### src/rtl/dbs_pkg.sv
// Shared types and constants for the day-bucket battery statistics block.
// Used by the controller, the datapath and the top level; depends on nothing.
package dbs_pkg;

    // Field widths of the request and result items.
    localparam int MV_W      = 16;
    localparam int DAY_W     = 32;
    localparam int BKT_SUM_W = 40;
    localparam int BKT_CNT_W = 24;

    // A bucket's count stops growing at this value.
    localparam logic [BKT_CNT_W-1:0] BKT_CNT_MAX = {BKT_CNT_W{1'b1}};

    // Request command codes.
    localparam logic CMD_ADD   = 1'b0;
    localparam logic CMD_QUERY = 1'b1;

    // Incoming request.
    typedef struct packed {
        logic            cmd;
        logic [MV_W-1:0]  reading_mv;
        logic [DAY_W-1:0] day;
    } t_req;

    // Outgoing result.
    typedef struct packed {
        logic [MV_W-1:0] window_low;
        logic [MV_W-1:0] window_high;
        logic [MV_W-1:0] window_avg;
    } t_res;

    // One bucket of the ring.
    typedef struct packed {
        logic [MV_W-1:0]      low;
        logic [MV_W-1:0]      high;
        logic [BKT_SUM_W-1:0] sum;
        logic [BKT_CNT_W-1:0] count;
        logic [DAY_W-1:0]     day;
    } t_bucket;

    // Controller states.
    typedef enum logic [3:0] {
        ST_IDLE,
        ST_MOD,
        ST_READ,
        ST_WRITE,
        ST_SCAN,
        ST_DRAIN,
        ST_DIV_INIT,
        ST_DIV,
        ST_PUSH
    } t_state;

    // Commands from the controller to the datapath.
    typedef struct packed {
        logic load_add;
        logic load_query;
        logic mod_step;
        logic rd_bucket;
        logic wr_bucket;
        logic scan_rd;
        logic div_init;
        logic div_step;
        logic out_load;
    } t_dp_cmd;

    // Status from the datapath to the controller.
    typedef struct packed {
        logic cnt_zero;
    } t_dp_sts;

endpackage

### src/rtl/dbs_ctrl.sv
// Controller state machine of the day-bucket statistics block.
// Depends on dbs_pkg; drives the datapath through t_dp_cmd and reads t_dp_sts.
module dbs_ctrl import dbs_pkg::*; (
    input  logic    i_clk,
    input  logic    i_rst_n,
    input  logic    i_valid,
    input  logic    i_req_cmd,
    input  logic    i_stall,
    input  t_dp_sts i_sts,
    output logic    o_stall,
    output logic    o_valid,
    output t_dp_cmd o_cmd
);

    t_state r_state;
    t_state n_state;
    logic   r_ovalid;
    logic   n_ovalid;
    logic   out_free;

    // The result register may be refilled when it is empty or being taken.
    assign out_free = !r_ovalid || !i_stall;

    // State register.
    always_ff @(posedge i_clk) begin
        if (!i_rst_n) begin
            r_state <= ST_IDLE;
        end else begin
            r_state <= n_state;
        end
    end

    // Next state and datapath commands.
    always_comb begin
        n_state = r_state;
        o_cmd   = '0;
        case (r_state)
            ST_IDLE: begin
                if (i_valid) begin
                    if (i_req_cmd == CMD_QUERY) begin
                        o_cmd.load_query = 1'b1;
                        n_state          = ST_SCAN;
                    end else begin
                        o_cmd.load_add = 1'b1;
                        n_state        = ST_MOD;
                    end
                end
            end
            ST_MOD: begin
                o_cmd.mod_step = 1'b1;
                if (i_sts.cnt_zero) begin
                    n_state = ST_READ;
                end
            end
            ST_READ: begin
                o_cmd.rd_bucket = 1'b1;
                n_state         = ST_WRITE;
            end
            ST_WRITE: begin
                o_cmd.wr_bucket = 1'b1;
                n_state         = ST_IDLE;
            end
            ST_SCAN: begin
                o_cmd.scan_rd = 1'b1;
                if (i_sts.cnt_zero) begin
                    n_state = ST_DRAIN;
                end
            end
            ST_DRAIN: begin
                // The last bucket read is folded into the totals here.
                n_state = ST_DIV_INIT;
            end
            ST_DIV_INIT: begin
                o_cmd.div_init = 1'b1;
                n_state        = ST_DIV;
            end
            ST_DIV: begin
                o_cmd.div_step = 1'b1;
                if (i_sts.cnt_zero) begin
                    n_state = ST_PUSH;
                end
            end
            ST_PUSH: begin
                if (out_free) begin
                    o_cmd.out_load = 1'b1;
                    n_state        = ST_IDLE;
                end
            end
            default: begin
                n_state = ST_IDLE;
            end
        endcase
    end

    // Result valid flag.
    always_comb begin
        n_ovalid = r_ovalid;
        if (o_cmd.out_load) begin
            n_ovalid = 1'b1;
        end else if (!i_stall) begin
            n_ovalid = 1'b0;
        end
    end

    always_ff @(posedge i_clk) begin
        if (!i_rst_n) begin
            r_ovalid <= 1'b0;
        end else begin
            r_ovalid <= n_ovalid;
        end
    end

    assign o_stall = (r_state != ST_IDLE);
    assign o_valid = r_ovalid;

    // A result that was ready to go out must be shown on the next cycle.
    a_push_shows: assert property (@(posedge i_clk) disable iff (!i_rst_n)
        (r_state == ST_PUSH && out_free) |=> (o_valid && r_state == ST_IDLE))
        else $error("finished result not presented");

endmodule

### src/rtl/dbs_dp.sv
// Datapath of the day-bucket statistics block: bucket memory, day modulo unit,
// scan accumulators and a restoring divider. Depends on dbs_pkg.
module dbs_dp import dbs_pkg::*; #(
    parameter int NUM_BUCKETS = 8
) (
    input  logic    i_clk,
    input  logic    i_rst_n,
    input  t_req    i_req,
    input  t_dp_cmd i_cmd,
    output t_dp_sts o_sts,
    output t_res    o_res
);

    localparam int IDX_W = (NUM_BUCKETS > 1) ? $clog2(NUM_BUCKETS) : 1;
    localparam int CNT_W = (IDX_W > 5) ? IDX_W : 5;
    localparam int SUM_W = BKT_SUM_W + IDX_W;
    localparam int TOT_W = BKT_CNT_W + IDX_W;
    localparam logic [CNT_W-1:0] MOD_LAST  = CNT_W'(2);
    localparam logic [CNT_W-1:0] SCAN_LAST = CNT_W'(NUM_BUCKETS - 1);
    localparam logic [CNT_W-1:0] DIV_LAST  = CNT_W'(MV_W - 1);
    localparam logic [IDX_W:0]   N_MOD     = (IDX_W + 1)'(NUM_BUCKETS);

    // Day modulo constants: the upper half of the day is folded onto the lower
    // half with weight 2^HALF_W mod N, and the folded value is reduced by an
    // exact reciprocal multiplication.
    localparam int HALF_W = DAY_W / 2;
    localparam int FOLD_W = HALF_W + IDX_W;
    localparam int MUL_W  = FOLD_W + 2;
    localparam int PROD_W = FOLD_W + MUL_W;
    localparam int RCP_SH = FOLD_W + $clog2(NUM_BUCKETS);
    localparam logic [IDX_W-1:0] FOLD_WT = IDX_W'((64'd1 << HALF_W) % NUM_BUCKETS);
    localparam logic [MUL_W-1:0] RCP_M   =
        MUL_W'(((64'd1 << RCP_SH) + 64'(NUM_BUCKETS) - 64'd1) / 64'(NUM_BUCKETS));

    // Bucket store and its valid flags.
    t_bucket          mem [NUM_BUCKETS];
    logic [NUM_BUCKETS-1:0] r_valid;

    t_req             r_req;
    logic [CNT_W-1:0] r_cnt;
    logic [IDX_W-1:0] r_rmd;
    logic [IDX_W-1:0] n_rmd;
    t_bucket          r_rd_data;
    logic             r_rd_vld;
    logic             r_acc_en;
    logic [IDX_W-1:0] rd_addr;

    logic [FOLD_W-1:0] r_fold;
    logic [FOLD_W-1:0] n_fold;
    logic [PROD_W-1:0] r_prod;
    logic [FOLD_W-1:0] mod_q;
    logic [FOLD_W-1:0] mod_r;

    logic [MV_W-1:0]  r_lo;
    logic [MV_W-1:0]  r_hi;
    logic [SUM_W-1:0] r_sum;
    logic [TOT_W-1:0] r_tot;
    logic             r_seen;

    logic [TOT_W-1:0] r_rem;
    logic [TOT_W-1:0] n_rem;
    logic [MV_W-1:0]  r_qd;
    logic [MV_W-1:0]  n_qd;
    t_res             r_res;

    logic [TOT_W:0]   div_t;
    logic             div_ge;
    logic             hit;
    t_bucket          upd;

    // Step counter shared by the modulo, scan and divide phases.
    always_ff @(posedge i_clk) begin
        if (!i_rst_n) begin
            r_cnt <= '0;
        end else if (i_cmd.load_add) begin
            r_cnt <= MOD_LAST;
        end else if (i_cmd.load_query) begin
            r_cnt <= SCAN_LAST;
        end else if (i_cmd.div_init) begin
            r_cnt <= DIV_LAST;
        end else if (i_cmd.mod_step || i_cmd.scan_rd || i_cmd.div_step) begin
            r_cnt <= r_cnt - 1'b1;
        end
    end

    assign o_sts.cnt_zero = (r_cnt == '0);

    // Request capture.
    always_ff @(posedge i_clk) begin
        if (i_cmd.load_add || i_cmd.load_query) begin
            r_req <= i_req;
        end
    end

    // Day modulo bucket count: fold, multiply, remainder.
    assign n_fold = FOLD_W'(r_req.day[DAY_W-1:HALF_W]) * FOLD_W'(FOLD_WT)
                  + FOLD_W'(r_req.day[HALF_W-1:0]);
    assign mod_q  = FOLD_W'(r_prod >> RCP_SH);
    assign mod_r  = r_fold - mod_q * FOLD_W'(NUM_BUCKETS);
    assign n_rmd  = mod_r[IDX_W-1:0];

    always_ff @(posedge i_clk) begin
        if (i_cmd.mod_step) begin
            r_fold <= n_fold;
            r_prod <= PROD_W'(r_fold) * PROD_W'(RCP_M);
        end
    end

    // The bucket index is taken only on the last modulo cycle, once fold and
    // product both belong to the current request.
    always_ff @(posedge i_clk) begin
        if (!i_rst_n) begin
            r_rmd <= '0;
        end else if (i_cmd.load_add) begin
            r_rmd <= '0;
        end else if (i_cmd.mod_step && (r_cnt == '0)) begin
            r_rmd <= n_rmd;
        end
    end

    // Bucket memory read port, registered.
    assign rd_addr = i_cmd.scan_rd ? r_cnt[IDX_W-1:0] : r_rmd;

    always_ff @(posedge i_clk) begin
        if (i_cmd.rd_bucket || i_cmd.scan_rd) begin
            r_rd_data <= mem[rd_addr];
            r_rd_vld  <= r_valid[rd_addr];
        end
    end

    // Refreshed bucket for an add request.
    assign hit = r_rd_vld && (r_rd_data.day == r_req.day);

    always_comb begin
        upd = r_rd_data;
        if (!hit) begin
            upd.low   = r_req.reading_mv;
            upd.high  = r_req.reading_mv;
            upd.sum   = BKT_SUM_W'(r_req.reading_mv);
            upd.count = BKT_CNT_W'(1);
            upd.day   = r_req.day;
        end else begin
            if (r_req.reading_mv < r_rd_data.low) begin
                upd.low = r_req.reading_mv;
            end
            if (r_req.reading_mv > r_rd_data.high) begin
                upd.high = r_req.reading_mv;
            end
            if (r_rd_data.count != BKT_CNT_MAX) begin
                upd.sum   = r_rd_data.sum + BKT_SUM_W'(r_req.reading_mv);
                upd.count = r_rd_data.count + 1'b1;
            end
        end
    end

    // Bucket memory write port.
    always_ff @(posedge i_clk) begin
        if (i_cmd.wr_bucket) begin
            mem[r_rmd] <= upd;
        end
    end

    always_ff @(posedge i_clk) begin
        if (!i_rst_n) begin
            r_valid <= '0;
        end else if (i_cmd.wr_bucket) begin
            r_valid[r_rmd] <= 1'b1;
        end
    end

    // Scan accumulation, in the cycle after each read.
    always_ff @(posedge i_clk) begin
        if (!i_rst_n) begin
            r_acc_en <= 1'b0;
        end else begin
            r_acc_en <= i_cmd.scan_rd;
        end
    end

    always_ff @(posedge i_clk) begin
        if (!i_rst_n) begin
            r_seen <= 1'b0;
        end else if (i_cmd.load_query) begin
            r_seen <= 1'b0;
        end else if (r_acc_en && r_rd_vld) begin
            r_seen <= 1'b1;
        end
    end

    always_ff @(posedge i_clk) begin
        if (i_cmd.load_query) begin
            r_sum <= '0;
            r_tot <= '0;
        end else if (r_acc_en && r_rd_vld) begin
            if (!r_seen || r_rd_data.low < r_lo) begin
                r_lo <= r_rd_data.low;
            end
            if (!r_seen || r_rd_data.high > r_hi) begin
                r_hi <= r_rd_data.high;
            end
            r_sum <= r_sum + SUM_W'(r_rd_data.sum);
            r_tot <= r_tot + TOT_W'(r_rd_data.count);
        end
    end

    // Restoring divider: the average fits in MV_W bits, so only that many steps.
    assign div_t  = {r_rem, r_qd[MV_W-1]};
    assign div_ge = (div_t >= {1'b0, r_tot});
    assign n_rem  = div_ge ? TOT_W'(div_t - {1'b0, r_tot}) : div_t[TOT_W-1:0];
    assign n_qd   = {r_qd[MV_W-2:0], div_ge};

    always_ff @(posedge i_clk) begin
        if (i_cmd.div_init) begin
            r_rem <= r_sum[SUM_W-1:MV_W];
            r_qd  <= r_sum[MV_W-1:0];
        end else if (i_cmd.div_step) begin
            r_rem <= n_rem;
            r_qd  <= n_qd;
        end
    end

    // Result register; an empty window reports zeros.
    always_ff @(posedge i_clk) begin
        if (i_cmd.out_load) begin
            if (r_seen) begin
                r_res.window_low  <= r_lo;
                r_res.window_high <= r_hi;
                r_res.window_avg  <= r_qd;
            end else begin
                r_res <= '0;
            end
        end
    end

    assign o_res = r_res;

    // The bucket index never reaches the bucket count.
    a_rmd_range: assert property (@(posedge i_clk) disable iff (!i_rst_n)
        r_rmd < N_MOD[IDX_W-1:0] || N_MOD[IDX_W])
        else $error("bucket index out of range");

    // Once anything is seen, the window low cannot exceed the window high.
    a_lo_hi: assert property (@(posedge i_clk) disable iff (!i_rst_n)
        (r_seen && !r_acc_en) |-> (r_lo <= r_hi))
        else $error("window low above window high");

    // The partial remainder stays below the divisor during division.
    a_div_rem: assert property (@(posedge i_clk) disable iff (!i_rst_n)
        (i_cmd.div_step && r_seen) |-> (r_rem < r_tot))
        else $error("divider remainder not below divisor");

endmodule

### src/rtl/day_bucket_min_max_avg_stats.sv
// Top level of the day-bucket battery statistics block.
// Depends on dbs_pkg, dbs_ctrl and dbs_dp.
//
//  Channel   Valid     Stall     Payload   Direction
//  request   i_valid   o_stall   i_req     in  (add reading or query)
//  result    o_valid   i_stall   o_res     out (one per query)
//
// An add steps through accept, the day modulo (fold, reciprocal
// multiply, remainder), read and write.
// A query steps through accept, one bucket read per cycle,
// a drain step, the bit-serial divider, then the result register load.
// Reset clears the bucket valid flags at once, so no clearing pass is needed.
// The result sits in its own register; a stalled result holds a later query at its
// final load, and the request channel stays stalled until that load is done.
module day_bucket_min_max_avg_stats import dbs_pkg::*; #(
    parameter int NUM_BUCKETS = 8
) (
    input  logic i_clk,
    input  logic i_rst_n,
    input  logic i_valid,
    output logic o_stall,
    input  t_req i_req,
    output logic o_valid,
    input  logic i_stall,
    output t_res o_res
);

    t_dp_cmd dp_cmd;
    t_dp_sts dp_sts;

    // Sequencer.
    dbs_ctrl u_ctrl (
        .i_clk     (i_clk),
        .i_rst_n   (i_rst_n),
        .i_valid   (i_valid),
        .i_req_cmd (i_req.cmd),
        .i_stall   (i_stall),
        .i_sts     (dp_sts),
        .o_stall   (o_stall),
        .o_valid   (o_valid),
        .o_cmd     (dp_cmd)
    );

    // Bucket store and arithmetic.
    dbs_dp #(
        .NUM_BUCKETS (NUM_BUCKETS)
    ) u_dp (
        .i_clk   (i_clk),
        .i_rst_n (i_rst_n),
        .i_req   (i_req),
        .i_cmd   (dp_cmd),
        .o_sts   (dp_sts),
        .o_res   (o_res)
    );

endmodule
### config.mk
export PLATFORM = sky130hd
export DESIGN_NAME = day_bucket_min_max_avg_stats
export DESIGN_NICKNAME = d
export VERILOG_FILES = /design/src/rtl/dbs_pkg.sv /design/src/rtl/dbs_ctrl.sv /design/src/rtl/dbs_dp.sv /design/src/rtl/day_bucket_min_max_avg_stats.sv
export SDC_FILE = /design/constraint.sdc
export NUM_CORES = 2
export LEC_CHECK = 0
export ABC_AREA = 1
export BUFFER_PORTS_ARGS = -buffer_cell sky130_fd_sc_hd__buf_2
export CORE_ASPECT_RATIO = 1.5
export CORE_MARGIN = 2
export CORE_UTILIZATION = 55
export DETAILED_ROUTE_END_ITERATION = 10
export PLACE_DENSITY = 0.74
export SLEW_MARGIN = 10
export SYNTH_ARGS = -nofsm -noshare
export SYNTH_HDL_FRONTEND = slang
export SYNTH_SLANG_ARGS = --single-unit
### constraint.sdc
create_clock -name i_clk -period 6.5 [get_ports i_clk]
set_clock_uncertainty 0.1 [all_clocks]
set_input_delay 1.3 -clock i_clk [delete_from_list [all_inputs] [get_ports i_clk]]
set_output_delay 1.3 -clock i_clk [all_outputs]
set_load 0.1 [all_outputs]
## Word level (Yosys, flattened, before mapping)

Memory sizes are Yosys's and may differ from the RTL's. A register that Yosys moved wholly into a read port is not among the register bits.
Cells that the tools add are included.

- Flip-flop bits (word level): 268
- ROM bits: 0
- Logic and storage cells: 128
- Memories: 1
- Output and inout bits: 50
- Latch bits: 0
- Memory bits (writable): 1024

- Bitwise logic cells: 3
- $lt $le $gt $ge: 8
- Equality and inequality tests: 16
- $add $sub $neg: 7
- Reductions and logical operators: 28
- Shifts and indexed selects: 0
- Multiplexer cells: 42
- Div/mod/pow operators: 0
- $mul: 0

Memories:

| name | depth | bits a word | read ports | clocked after Yosys merged registers in | wr ports | line | RTL |
|---|---|---|---|---|---|---|---|
| u_dp.mem | 8 | 128 | 1 | 1 | 1 | dbs_dp.sv:36 | `t_bucket mem [NUM_BUCKETS];` |

Operators by type and width:

| operator | number |
|---|---|
| 96-bit two-way mux | 1 |
| 27-bit two-way mux | 3 |
| 16-bit two-way mux | 4 |
| 64-bit two-way mux | 1 |
| 43-bit by 40-bit adder with 43-bit output | 1 |
| 40-bit by 16-bit adder with 40-bit output | 1 |
| 32-bit == test | 1 |
| 16-bit greater-than comparator | 2 |
| 16-bit less-than comparator | 2 |
| 32-bit two-way mux | 1 |
| 4-bit one-hot mux with 8 select lines | 1 |
| 28-bit by 27-bit >= comparator with 1-bit output | 1 |
| 4-bit two-way mux | 7 |
| 27-bit by 24-bit adder with 27-bit output | 1 |
| 27-bit subtractor | 1 |
| 24-bit by 1-bit adder with 24-bit output, second input constant | 1 |
| 24-bit inequality test, second input constant | 1 |
| 4-bit by 3-bit == test with 1-bit output, second input constant | 4 |
| 1-bit two-way mux | 16 |
| 3-bit two-way mux | 3 |
| 4-bit by 2-bit == test with 1-bit output, second input constant | 2 |
| 3-bit by 4-bit less-than comparator with 1-bit output, second input constant | 2 |
| 2-bit inequality test, second input constant | 4 |
| 8-bit OR | 1 |
| other kinds (23) | 42 |

## Longest topological paths before layout

- Word-level depth: 8
- Mapped depth: 16

## Cells and area by module

Synthesis repeated with hierarchy kept, for this count alone.

- Cell total of the unflattened synthesis: 6607
- Area total of the unflattened synthesis: 65973.3 µm²

Modules (own cells, without submodules):

| module | area each (µm²) | seq. area each (µm²) | times used | cells an instance |
|---|---|---|---|---|
| dbs_dp | 65601.7 | 41609.9 | 1 | 6543 |
| dbs_ctrl | 371.6 | 100.1 | 1 | 64 |

## Least setup slack after synthesis

Ideal clock, no wire load.

- Path type: reg2reg
- Start: reg u_ctrl.r_state[0]
- End: mem u_dp.mem[0][0] (netlist name), enable pin
- Arrival: 6140 ps
- Library setup time: 618 ps
- Buffers on the path: 0
- Setup slack: -359 ps
- Cell stages (with the launch flop): 7
- Path through: dfxtp_1 nand2_1 nor2_1 inv_1 nor2_1 inv_1 nor2_1

- Word-level cells in the longest chain between the ends: 4

RTL lines:

| item | line | RTL |
|---|---|---|
| from (decl) | dbs_ctrl.sv:15 | `t_state r_state;` |
| from (signal assigned) | dbs_ctrl.sv:29 | `r_state <= n_state;` |
| 4-bit by 2-bit == test with 1-bit output | dbs_ctrl.sv:37 | `case (r_state)` |
| 1-bit two-way mux | dbs_ctrl.sv:37 |  |
| 1-bit two-way mux | dbs_dp.sv:158 | `if (i_cmd.wr_bucket) begin` |
| 1-bit two-way mux (not written as such) | dbs_dp.sv:159 | `mem[r_rmd] <= upd;` |
| to (decl) | dbs_dp.sv:36 |  |

No other way between the ends.

==> reports/summary.txt <==
Multiplexer area fraction after synthesis -> 0%
# setup viols final -> 0
FF-to-FF Start -> u_dp.r_req[2]$_DFFE_PP_
Setup crit end kind -> flop
Routed length on met2 -> 84.2 mm
PostCTS Resize Cnt -> 0
WS Path Type -> flop to flop
Lkg Pwr -> 28.1 nW
FF+latch count, synth -> 1420
Met3 WL -> 11.7 mm
TNS Setup -> 0 ns
Hold_buf cts -> 0
Clock buffer depth -> 3
Worst path cell trace -> xnor2_1, nand2_1, nor3_1, nand2_1, nor2_1, nand3_1, inv_2, nand2_1, nand2_1, nand2_1
Drt pass-1 iters -> 6
First-pass GRT wire length -> 261 mm
Starting Density -> 55.4%
Sequential-to-total area share from yosys stat -> 61.7%
Via density -> 5.79
Chip Height -> 433 um
RSZ-0062 raised after global routing -> false
Post-DP Area -> 0.0693 mm2
Drt total wl -> 171 mm
Number of port buffers -> 102
Initial antenna violation count -> 5
Hold EP -> u_dp.r_valid[0]$_SDFFE_PN0P_
CP max stage cell -> nand2_1
Maxcap violations -> 0
Worst-case vdd ir drop -> 563 uV
Setup bufs post-CTS -> 0
Total chip power -> 29.4 mW
Register clock-pin slew on the reported worst setup and hold paths -> 0.06 ns
Post-Syn Instances -> 6531
Syn Std Cell Area -> 0.0676 mm2
DIE AREA -> 0.126 mm2
Wire per inst -> 20.8 um
Dominant synthesized flop cell -> edfxtp_1
Gp weighted congestion -> 0.957
Min-delay src -> u_dp.r_valid[0]$_SDFFE_PN0P_
Post-layout nets -> 6746
Number of global-route vias before repair -> 47000
Pwr dens -> 399 mW/mm2
Wl on met1 -> 66.2 mm
Latest clock arrival within the worst-skew pair -> 0.77 ns
Fraction of synthesized cell area in xor and xnor cells -> 0.674%
Post-Synth Simple-Gate Area -> 18.6%
Required time worst endpoint -> 6.86 ns
TritonCTS clock tree -> done
Compound-gate portion of the synthesized area -> 9.82%
Min-Delay Path Class -> flop to flop
CP bufs+invs -> 1
Largest family of logic cells by synthesized area -> simple AND/OR/NAND/NOR gates
Remaining DRCs -> 0
Clock buffer count from CTS -> 132
Rel. slew slack -> 26.0%
Clock sinks -> 1420
Fin crit share -> 58.9%
R2R depth -> 10
Gr usage total -> 27.0%
Synth Net Count -> 6759
Max stage delay on crit path -> 0.75 ns
Async SR Flop Fraction -> 0%
Yosys warns -> 0
I/O Pins -> 103
Fin. Hold Viols -> 0
Setup WS post-layout -> 2.67 ns
Status -> completed
DP Wirelength -> 102 mm
Adder-Cell Fraction of Synth Area -> 3.29%
Clock root cell -> clkbuf_16
Reg-to-reg critical path endpoint -> u_dp.mem[1][108]$_DFFE_PP_
Layout cells sized above 1 -> 9.92%
Fin area -> 0.0736 mm2
Vias -> 47600
Hold Path Stages -> 2
Utilization after layout -> 60.4%
CORE AREA -> 0.122 mm2
Row cnt -> 157
Pin count of the biggest net entering global routing -> 220
Area growth syn-to-layout -> 9.00%
Highest layer used for signal routing -> met5
Die W -> 290 um
Most common cell on crit path -> nand2_1
Placed cells -> 7974
Slew @ Worst Pin -> 1.11 ns
DRT iter0 DRCs -> 4425
CP Launch Type -> flop
Post-route insts no fill -> 8215
Crit path max-delay family -> simple AND/OR/NAND/NOR gates
Max Fclk -> 0.261 GHz
GRT Residual Overflow -> 0
R2R Setup Slk -> 2.67 ns
Syn Area/Cell -> 10.3 um2
Max Transition Viols Final -> 0
WHS -> 0.375 ns
Yosys cell types -> 48
WP data arrival -> 4.19 ns
Htree depth -> 4
ANT nets after route -> 0
EDFF count, synth -> 1327
Pre-CTS setup slack -> 2.68 ns
Tmin final -> 3.83 ns
CP max FO -> 35
[power breakdown]
| part | internal, mW | total [mW] | switching [mW] |
|---|---|---|---|
| clock network | 4.43 | 7.83 | 3.40 |
| registers | 11.3 | 12.4 | 1.03 |
| logic | 3.11 | 9.24 | 6.12 |
| total | 18.9 | 29.4 | 10.5 |
[synthesized netlist by cell type (3+ instances only)]
library cell  count  share of area (%)
o21a_1          136                1.5
clkbuf_1        158               0.88
edfxtp_1       1327                 59
inv_1           669                3.7
buf_1             8              0.044
fa_1              4               0.12
nand2_1        1569                8.7
nor3_2            3              0.044
a21oi_1         170                1.3
ha_1            171                3.2
and2_1            9              0.083
o21bai_1         27               0.30
xnor2_1          25               0.32
dfxtp_1          93                2.8
nor3_1           52               0.39
nor3b_1           3              0.033
o211ai_1        278                3.1
buf_2            99               0.73
nand2_2           3              0.028
nor2_1          480                2.7
nand4_1          93               0.86
buf_4            14               0.16
inv_2             9              0.050
a211oi_1          6              0.067
a21o_1            4              0.044
nand3_1         398                2.9
xor2_1           27               0.35
or2_2           276                2.6
o21ai_0         225                1.7
nor4_1            4              0.037
o2bb2ai_1       128                1.7
nand3b_1         16               0.18
buf_6            16               0.27
o21ai_1          10              0.074
[worst max path at each step]
| stage | to | startpoint | cells after the start |
|---|---|---|---|
| 2_1_floorplan | u_dp.mem[2][0]$_DFFE_PP_ | u_ctrl.r_state[0]$_SDFFE_PN0P_ | 6 |
| 3_3_place_gp | u_dp.mem[4][125]$_DFFE_PP_ | u_dp.r_req[2]$_DFFE_PP_ | 10 |
| 3_5_place_dp | u_dp.mem[1][89]$_DFFE_PP_ | u_dp.r_req[2]$_DFFE_PP_ | 10 |
| 4_1_cts | u_dp.mem[7][89]$_DFFE_PP_ | u_dp.r_req[2]$_DFFE_PP_ | 10 |
| 5_1_grt | u_dp.r_rem[25]$_DFFE_PP_ | u_dp.r_tot[15]$_SDFFE_PP0P_ | 12 |
| 6_report | u_dp.mem[1][108]$_DFFE_PP_ | u_dp.r_req[2]$_DFFE_PP_ | 10 |
[sequential cells by signal (all words and copies together) (netlist names), 3 cells and up]
name and count:
u_dp.mem 1024, u_dp.r_rd_data 128, u_dp.o_res 48, u_dp.r_req 48, u_dp.r_sum 43, u_dp.r_rem 27
u_dp.r_tot 27, u_dp.r_hi 16, u_dp.r_lo 16, u_dp.r_qd 16, u_dp.r_valid 8, u_dp.r_cnt 5
u_ctrl.r_state 4, u_dp.r_fold 3, u_dp.r_rmd 3
[kinds of logic after synthesis]
kind of cell               Yosys count
adders and majority gates          175
AOI/OAI and AO/OA                  996
buffers and inverters              975
xor gates and xnor gates            52
DFF                               1420
and+or+nand+nor                   2913
[layout make-up]
cell class                      count  area (um2)
Tap cell                         1590        1990
Timing Repair Buffer              148        1010
Clock inverter                     83         815
Sequential cell                  1420       41700
Clock buffer                      157        3530
Antenna cell                        1        2.50
Inverter                          680        2570
Fill cell                        9716       48400
Multi-Input combinational cell   4136       22000
[metal layers]
layer	up-vias	global-route usage (%)
li1	22400	-
met1	22800	32.3
met2	1866	46.8
met3	487	4.33
met4	6	14.6
met5	-	0
[worst min-delay path, cell delays in order (launching register included)]
cell	delay, ns
dfxtp_1	0.33
nor2_1	0.05
nor2_1	0.07
[cell usage in the layout (no fill, tap or decap), types with 13 or more instances in the layout]
cell	count
clkbuf_1	18
o21a_1	136
o21bai_1	27
nor2_1	469
edfxtp_1	1327
bufinv_16	13
or2_2	276
clkbuf_16	138
buf_2	102
a21oi_1	169
nand4_1	93
nor3_1	52
nand3b_1	16
o21ai_0	225
dfxtp_1	92
o2bb2ai_1	128
clkinv_1	27
xnor2_1	25
nand2_1	1568
o211ai_1	278
xor2_1	27
inv_1	669
nand3_1	398
buf_4	34
nor2_4	13
clkinv_2	22
ha_1	171
No activity file was read; power rests on OpenSTA's default activity.
